<file path="config.mk">
export PLATFORM = sky130hd
export DESIGN_NAME = json_object_splitter_core
export DESIGN_NICKNAME = d
export VERILOG_FILES = /design/src/hdl/jos_pkg.sv /design/src/hdl/jos_step.sv /design/src/hdl/jos_out_buf.sv /design/src/hdl/json_object_splitter_core.sv
export SDC_FILE = /design/constraint.sdc
export NUM_CORES = 1
export LEC_CHECK = 0
export BUFFER_PORTS_ARGS = -buffer_cell sky130_fd_sc_hd__buf_4
export CORE_ASPECT_RATIO = 0.75
export CORE_MARGIN = 10
export CORE_UTILIZATION = 54
export DETAILED_ROUTE_END_ITERATION = 8
export MAX_ROUTING_LAYER = met4
export PLACE_DENSITY = 0.77
export RECOVER_POWER = 50
export SETUP_SLACK_MARGIN = 0.1
export SKIP_CTS_REPAIR_TIMING = 1
export SLEW_MARGIN = 20
export SYNTH_ARGS = -nofsm -noshare
export SYNTH_HDL_FRONTEND = slang
export SYNTH_HIERARCHICAL = 1
export SYNTH_SLANG_ARGS = --single-unit
</file>
<file path="constraint.sdc">
create_clock -name clk_i -period 3.05 [get_ports clk_i]
set_clock_uncertainty 0.2 [all_clocks]
set_input_delay 0.7625 -clock clk_i [delete_from_list [all_inputs] [get_ports clk_i]]
set_output_delay 0.7625 -clock clk_i [all_outputs]
set_load 0.01 [all_outputs]
</file>
<file path="src/hdl/jos_pkg.sv">
// ----------------------------------------------------------------------------
// jos_pkg
// Shared types and constants for the JSON object splitter: parse modes,
// status codes, delimiter bytes and the brace depth width.
// ----------------------------------------------------------------------------
package jos_pkg;

  // Brace depth counter width (4 to 32)
  localparam int unsigned DepthW   = 16;
  localparam int unsigned ByteW    = 8;
  localparam int unsigned StatusW  = 2;
  localparam int unsigned LevelW   = 16;

  localparam logic [DepthW-1:0] DepthMax = {DepthW{1'b1}};

  // Delimiter bytes
  localparam logic [ByteW-1:0] ChOpen   = 8'h7B;
  localparam logic [ByteW-1:0] ChClose  = 8'h7D;
  localparam logic [ByteW-1:0] ChQuote  = 8'h22;
  localparam logic [ByteW-1:0] ChBslash = 8'h5C;
  localparam logic [ByteW-1:0] ChSpace  = 8'h20;
  localparam logic [ByteW-1:0] ChTab    = 8'h09;
  localparam logic [ByteW-1:0] ChCr     = 8'h0D;

  typedef enum logic [1:0] {
    ModeBetween = 2'd0,
    ModeObject  = 2'd1,
    ModeString  = 2'd2,
    ModeEscape  = 2'd3
  } mode_e;

  typedef enum logic [StatusW-1:0] {
    StConsumed = 2'd0,
    StComplete = 2'd1,
    StUnexpect = 2'd2,
    StOverflow = 2'd3
  } status_e;

  // One result word
  typedef struct packed {
    status_e             status;
    logic [LevelW-1:0]   nest_level;
  } result_t;

  // Outcome of handling one byte
  typedef struct packed {
    mode_e               mode;
    logic [DepthW-1:0]   depth;
    result_t             res;
  } step_t;

endpackage

</file>
<file path="src/hdl/jos_step.sv">
// ----------------------------------------------------------------------------
// jos_step
// Combinational parser step: from the current mode, brace depth and one
// byte, forms the next mode, the next depth and the result word.
// ----------------------------------------------------------------------------
module jos_step (
  input  jos_pkg::mode_e                 mode_i,
  input  logic [jos_pkg::DepthW-1:0]     depth_i,
  input  logic [jos_pkg::ByteW-1:0]      data_byte_i,
  output jos_pkg::step_t                 step_o
);
  import jos_pkg::*;

  logic              is_blank;
  logic [DepthW-1:0] depth_dec;
  mode_e             mode_n;
  logic [DepthW-1:0] depth_n;
  status_e           status_n;

  // Classify the byte and precompute the decremented depth
  assign is_blank  = (data_byte_i inside {ChSpace, [ChTab:ChCr]});
  assign depth_dec = (depth_i != '0) ? depth_i - DepthW'(1) : '0;

  // Advance the parse mode and brace depth
  always_comb begin
    mode_n   = mode_i;
    depth_n  = depth_i;
    status_n = StConsumed;
    case (mode_i)
      ModeBetween: begin
        if (data_byte_i == ChOpen) begin
          mode_n  = ModeObject;
          depth_n = DepthW'(1);
        end else if (!is_blank) begin
          status_n = StUnexpect;
        end
      end
      ModeObject: begin
        if (data_byte_i == ChOpen) begin
          if (depth_i == DepthMax) begin
            status_n = StOverflow;
          end else begin
            depth_n = depth_i + DepthW'(1);
          end
        end else if (data_byte_i == ChClose) begin
          depth_n = depth_dec;
          if (depth_dec == '0) begin
            status_n = StComplete;
            mode_n   = ModeBetween;
          end
        end else if (data_byte_i == ChQuote) begin
          mode_n = ModeString;
        end
      end
      ModeString: begin
        if (data_byte_i == ChQuote) begin
          mode_n = ModeObject;
        end else if (data_byte_i == ChBslash) begin
          mode_n = ModeEscape;
        end
      end
      default: begin
        mode_n = ModeString;
      end
    endcase
  end

  // Pack the outcome; show the low bits of the depth
  always_comb begin
    step_o                = '0;
    step_o.mode           = mode_n;
    step_o.depth          = depth_n;
    step_o.res.status     = status_n;
    step_o.res.nest_level = LevelW'(depth_n);
  end

endmodule

</file>
<file path="src/hdl/jos_out_buf.sv">
// ----------------------------------------------------------------------------
// jos_out_buf
// Result register: holds one result word until the receiver takes it and
// tells the stage before it whether a new word can be loaded.
// ----------------------------------------------------------------------------
module jos_out_buf (
  input  logic               clk_i,
  input  logic               rst_ni,
  input  logic               load_i,
  input  jos_pkg::result_t   res_i,
  output logic               free_o,
  output logic               out_valid_o,
  input  logic               out_ready_i,
  output jos_pkg::result_t   res_o
);
  import jos_pkg::*;

  logic    valid_q, valid_d;
  result_t res_q;

  // Free when empty or when the held word leaves this cycle
  assign free_o  = !valid_q || out_ready_i;
  assign valid_d = load_i || (valid_q && !out_ready_i);

  always_ff @(posedge clk_i or negedge rst_ni) begin
    if (!rst_ni) begin
      valid_q <= 1'b0;
    end else begin
      valid_q <= valid_d;
    end
  end

  // Capture a new word on load
  always_ff @(posedge clk_i) begin
    if (load_i) begin
      res_q <= res_i;
    end
  end

  assign out_valid_o = valid_q;
  assign res_o       = res_q;

endmodule

</file>
<file path="src/hdl/json_object_splitter_core.sv">
// ----------------------------------------------------------------------------
// json_object_splitter_core
// Finds the end of each top-level JSON object in a byte stream.
// ----------------------------------------------------------------------------
// Usage:
//   Input channel (in_valid_i / in_ready_o) carries one text byte per word.
//   Output channel (out_valid_o / out_ready_i) returns exactly one word per
//   byte: status_o (consumed, object complete, unexpected byte between
//   objects, depth overflow) and nest_level_o, the brace depth after the
//   byte, low 16 bits.
//   Path: an accepted byte goes into the input register, then through one
//   combinational parser step into the result register.
//   Throughput: one byte per cycle while out_ready_i stays high; the parse
//   mode and depth registers close a loop through the parser step.
//   Reset: rst_ni clears both pipeline registers' valid flags, puts the
//   parser in the between-objects mode and zeroes the depth.
//   Stall: while the receiver holds out_ready_i low, the result stays put;
//   one more byte is taken into the input register, then in_ready_o drops
//   until the result is taken.
// ----------------------------------------------------------------------------
module json_object_splitter_core (
  input  logic                           clk_i,
  input  logic                           rst_ni,
  input  logic                           in_valid_i,
  output logic                           in_ready_o,
  input  logic [jos_pkg::ByteW-1:0]      data_byte_i,
  output logic                           out_valid_o,
  input  logic                           out_ready_i,
  output logic [jos_pkg::StatusW-1:0]    status_o,
  output logic [jos_pkg::LevelW-1:0]     nest_level_o
);
  import jos_pkg::*;

  logic              in_valid_q, in_valid_d;
  logic [ByteW-1:0]  byte_q;
  mode_e             mode_q, mode_d;
  logic [DepthW-1:0] depth_q, depth_d;
  logic              buf_free;
  logic              advance;
  step_t             step;
  result_t           res_out;

  // Move the held byte into the result register when there is room
  assign advance    = in_valid_q && buf_free;
  assign in_ready_o = !in_valid_q || buf_free;
  assign in_valid_d = (in_valid_i && in_ready_o) || (in_valid_q && !buf_free);

  // Input register
  always_ff @(posedge clk_i or negedge rst_ni) begin
    if (!rst_ni) begin
      in_valid_q <= 1'b0;
    end else begin
      in_valid_q <= in_valid_d;
    end
  end

  always_ff @(posedge clk_i) begin
    if (in_valid_i && in_ready_o) begin
      byte_q <= data_byte_i;
    end
  end

  jos_step u_step (
    .mode_i      (mode_q),
    .depth_i     (depth_q),
    .data_byte_i (byte_q),
    .step_o      (step)
  );

  // Update the parser state only when a byte is handled
  assign mode_d  = advance ? step.mode  : mode_q;
  assign depth_d = advance ? step.depth : depth_q;

  always_ff @(posedge clk_i or negedge rst_ni) begin
    if (!rst_ni) begin
      mode_q  <= ModeBetween;
      depth_q <= '0;
    end else begin
      mode_q  <= mode_d;
      depth_q <= depth_d;
    end
  end

  jos_out_buf u_out_buf (
    .clk_i       (clk_i),
    .rst_ni      (rst_ni),
    .load_i      (advance),
    .res_i       (step.res),
    .free_o      (buf_free),
    .out_valid_o (out_valid_o),
    .out_ready_i (out_ready_i),
    .res_o       (res_out)
  );

  assign status_o     = StatusW'(res_out.status);
  assign nest_level_o = res_out.nest_level;

  // Between objects the depth is always zero
  a_between_zero: assert property (@(posedge clk_i) disable iff (!rst_ni)
    (mode_q == ModeBetween) |-> (depth_q == '0))
    else $error("depth nonzero between objects");

  // Inside an object the depth is never zero
  a_inside_nonzero: assert property (@(posedge clk_i) disable iff (!rst_ni)
    (mode_q != ModeBetween) |-> (depth_q != '0))
    else $error("depth zero inside an object");

  // A completed object reports depth zero
  a_complete_zero: assert property (@(posedge clk_i) disable iff (!rst_ni)
    (out_valid_o && res_out.status == StComplete) |-> (nest_level_o == '0))
    else $error("object complete with nonzero depth");

  // An overflow report shows the saturated depth
  a_overflow_sat: assert property (@(posedge clk_i) disable iff (!rst_ni)
    (out_valid_o && res_out.status == StOverflow)
      |-> (nest_level_o == LevelW'(DepthMax)))
    else $error("overflow without saturated depth");

  // Parser state holds when no byte is handled
  a_state_hold: assert property (@(posedge clk_i) disable iff (!rst_ni)
    !advance |=> ($stable(mode_q) && $stable(depth_q)))
    else $error("parser state changed without a byte");

endmodule

</file>
# Yosys cells after proc, flatten, opt, wreduce, memory -nomap -nowiden
# Index checks and enable logic that the tools add are counted.
[classes] n_lt_le_gt_ge=2 addsub=2 n_reduce_logical=18 n_mux=21 n_eq_ne=13
[op_table] operator="$mux W16" count=5
[op_table] operator="$pmux W16 S2" count=1
[op_table] operator="$eq A8 B7 Y1 const B" count=3
[op_table] operator="$mux W2" count=12
[op_table] operator="$add A16 B1 Y16 const B" count=1
[op_table] operator="$eq A16 B16 Y1 const B" count=1
[op_table] operator="$eq A8 B6 Y1 const B" count=2
[op_table] operator="$logic_not A16 Y1" count=1
[op_table] operator="$reduce_bool A16 Y1" count=1
[op_table] operator="$sub A16 B1 Y16 const B" count=1
[op_table] operator="$ge A8 B4 Y1 const B" count=1
[op_table] operator="$le A8 B4 Y1 const B" count=1
[op_table] operator="$ne A3 B1 Y1 const B" count=2
[op_table] operator="$pmux W2 S3" count=1
[op_table] operator="$reduce_and A6 Y1" count=1
[op_table] operator="$logic_and A1 B1 Y1" count=5
[op_table] operator="$logic_not A1 Y1" count=4
[op_table] operator="$logic_or A1 B1 Y1" count=4
[op_table] operator="$pmux W2 S2" count=1
[op_table] operator="$ne A3 B3 Y1 const B" count=1
[op_table] operator="$eq A2 B1 Y1 const B" count=1
[op_table] operator="$eq A2 B2 Y1 const B" count=1
[op_table] operator="$logic_not A2 Y1" count=1
[op_table] operator="$ne A2 B1 Y1 const B" count=1
[op_table] operator="other kinds (3)" count=3
[word_totals] out_inout_bits=20 register_bits=46

# Logic depth before layout (Yosys ltp)
[depth] ltp_word=7 mapped_depth=12 depth_no_buf=9

# By module
# Netlist, hierarchy kept.
[modules_own_cells] module="jos_step" area_per_inst_um2=1692.9 cells_each=284 instances=1
[modules_own_cells] module="json_object_splitter_core" area_per_inst_um2=1002.2 cells_each=51 instances=1
[modules_own_cells] module="jos_out_buf" area_per_inst_um2=588.1 cells_each=21 instances=1

# Worst setup path before layout
# No wires, ideal clock.
[synth_timing] kind="flip-flop to flip-flop" from="register depth_q[0]" to="register depth_q[7]" required_ns=2.725 path_stages_with_launch=12 synth_period_minus_slack_ns=2.998 slack_ns=0.052 setup_ns=0.125 n_path_buf=3 arrival_time_ns=2.673 cell_sequence="dfrtp_1 inv_1 ha_1 clkbuf_1 nor4b_1 and4_1 buf_4 o21ai_1 a31o_2 a211o_1 buf_4 mux2_4"
[synth_lines] element="start: declaration" line="json_object_splitter_core.sv:37" source="logic [DepthW-1:0] depth_q, depth_d;"
[synth_lines] element="start signal: assignment" line="json_object_splitter_core.sv:80" source="depth_q <= depth_d;"

==> summary.txt <==
Floorplanning
  – Ports: 32
  – Die Width: 110.0 um
  – Die Ht: 87.53 um
  – Row Count: 24
  – Initial Utilization: 0.5607
  – Core Area: 5856 um2
  – Die ar.: 9631 um2

Placed design
  – Placed Cells: 448
  – Routability Congestion: 1.016
  – Dpl hpwl: 6399 um
  – IO Port Bufs: 31

Synth
  – Sequential element share of the synthesized area: 0.3902
  – Number of synthesized flops with an enable pin: 26
  – Top cell type's share of synthesized area: 0.2378
  – Cells after synthesis: 356
  – Synth Flop Type: edfxtp_1
  – Synth top cells by count: edfxtp_1, nand2_1, nor2_1
  – Seq cells post-synth: 46
  – Synthesized cell area: 3283 um2
  – Mapped Nets: 370
  – Yosys warns: 6
  – Synth area leader: edfxtp_1
  – Syn Area/Cell: 9.222 um2
  – Async S/R FF share, synth: 0.4348
  – Synth area leaders: edfxtp_1, dfrtp_1, mux2_4
  – Synth cell types: 68

Timing
  – Highest clock rate: 355.2 MHz
  – Unrepaired setup endpoints after global routing: no
  – Final Hold Viols: 0
  – Minimum clock period: 2.816 ns
  – Setup TNS: 0 ns
  – Fin crit share: 0.9232
  – Max Slew Vio Count: 0
  – Max-slew headroom: 0.1615
  – Worst-margin pin slew: 1.258 ns
  – Final setup vio count: 0

Worst setup path
  – Reg2Reg Capture Point: depth_q[7]
  – FF-to-FF path depth: 7
  – Maximum fanout along the worst path: 9
  – Worst Path Required: 3.05 ns
  – Slowest-stage cell, CP: dfrtp_1
  – R2r startpoint: depth_q[6]
  – Worst stage delay on the critical path: 0.53 ns
  – Startpoint types: flip-flop
  – Critical path type: reg2reg
  – Critical path cell sequence: and4_1 -> and3_1 -> a21boi_1 -> nand2_1 -> a31o_2 -> a211o_1 -> mux2_4
  – CP endpoint kind: flip-flop
  – Setup slack, reg-to-reg: 0.23 ns
  – Worst Path Arrival: 2.82 ns

Clock network
  – Clock transition at path regs: 0.09 ns
  – Root Buffer: clkbuf_8
  – CTS tree: done
  – Total CTS buffers: 5
  – Max clock buf depth: 2
  – H-Tree Depth: 2
  – Worst-Skew Late Latency: 0.30 ns
  – Clk sink count: 46

Global routing
  – Gr usage total: 0.1963
  – First-pass GRT wire length: 14,570 um
  – Largest net degree at the start of global routing: 21
  – Initial antenna violation count: 0
  – Vias in the first global route: 2,828
  – GRT overflow: 0

Layout
  – Layout cells sized above 1: 0.2169
  – Fin cells: 456
  – Fill count: 510
  – Layout area overhead: 10.18%
  – FF+latch area: 1284 um2
  – Fin util: 0.6177
  – Multi-input gate area: 1725 um2
  – Antenna diodes: 0
  – NumNets Final: 391

Power
  – Power per Cell Area: 519.2 nW/um2
  – Leak pwr: 0.001478 uW
  – Peak supply drop: 259.6 uV

Route
  – DRC errors left: 0
  – Routed vias: 2,913
  – Iteration-0 DRC Markers: 342
  – Final antenna-violating net count: 0
  – Vias per inst: 6.388
  – DRT Pass-1 Iters: 6
  – Total Wirelength: 9087 um
  – Wire per inst: 19.93 um

Worst hold path
  – HP Class: reg2reg
  – Hold Path Depth: 1
  – Hold EP: depth_q[1]
  – Hold_sp: depth_q[1]

Flow run
  – Max-capacitance violation count: 0

Run status
  – Status: finished clean
## layer usage
metal	routed length, um	up-vias	track usage
met1	4101	1382	0.2732
met3	905	11	0.03254
li1	-	1358	-
met4	120	0	0.06250
met5	0	-	-
met2	3960	162	0.2821
## kinds of logic (layout without fill, tap and decap cells)
kind of cell | Yosys count | after routing | share of synthesized area
adder cells (fa/ha/maj) | 2 | 2 | 0.007621
XOR/XNOR | 4 | 4 | 0.01067
AND/OR/NAND/NOR | 133 | 133 | 0.2260
buffers and inverters | 55 | 77 | 0.08841
flip-flops | 46 | 46 | 0.3902
AO/OA/AOI/OAI | 92 | 92 | 0.1864
multiplexers | 24 | 24 | 0.09070
## power breakdown
| part | internal (uW) | switching (uW) | total [uW] |
|---|---|---|---|
| clock network | 242 | 222 | 464 |
| logic | 257 | 391 | 648 |
| registers | 718 | 48.8 | 767 |
| total | 1220 | 662 | 1880 |
## how the worst max path moves through the flow
stage,depth (start not counted),startpoint,endpoint
2_1_floorplan,11,depth_q[0],depth_q[7]
3_3_place_gp,9,depth_q[0],depth_q[9]
3_5_place_dp,9,depth_q[0],depth_q[9]
4_1_cts,9,depth_q[0],depth_q[9]
5_1_grt,9,depth_q[0],depth_q[9]
6_report,7,depth_q[6],depth_q[7]
## layout by cell type (no fill, tap or decap), types with 5 or more instances in the layout
| cell type | count |
|---|---|
| edfxtp_1 | 26 |
| nand4_1 | 7 |
| buf_4 | 29 |
| clkbuf_4 | 9 |
| nand3_1 | 14 |
| mux2_4 | 9 |
| nor2_1 | 26 |
| a21oi_1 | 18 |
| mux2_2 | 10 |
| a31oi_1 | 5 |
| nor3_1 | 13 |
| clkbuf_8 | 5 |
| dfrtp_1 | 18 |
| mux2i_1 | 5 |
| inv_1 | 11 |
| o21ai_0 | 22 |
| nor4_1 | 8 |
| nand2_1 | 26 |
| a21o_1 | 6 |
| clkbuf_1 | 20 |
## critical path, delay by kind of cell (launching register included)
kind,cells,cell delay [ns]
compound gates,3,1.00
flops,1,0.53
mux,1,0.27
simple gates,3,0.71
## layout make-up
class | count | area share
Sequential cell | 46 | 0.3549
Clock buffer | 5 | 0.01902
Clock inverter | 3 | 0.01107
Inverter | 11 | 0.01141
Multi-Input combinational cell | 255 | 0.4770
Tap cell | 78 | 0.02698
Timing Repair Buffer | 58 | 0.09962
## through the flow
step,hold WS [ns],total power [uW],setup WS [ns],cell area (um2)
floorplan,0.2669,1200,0.1493,3289
global placement,0.3404,1417,0.2737,3573
detailed placement,0.3728,1422,0.2081,3573
CTS,0.1421,1881,0.1917,3682
global route,0.4372,1974,0.1132,3617
finish,0.4298,1878,0.2343,3617
## registers in the layout (all words and copies together), names as in the netlist
register and cells:
depth_q 16, in_valid_q 1, mode_q 2, byte_q 8
u_out_buf/out_valid_o 1, u_out_buf/res_o 18
No activity file was read; power rests on OpenSTA's default activity.
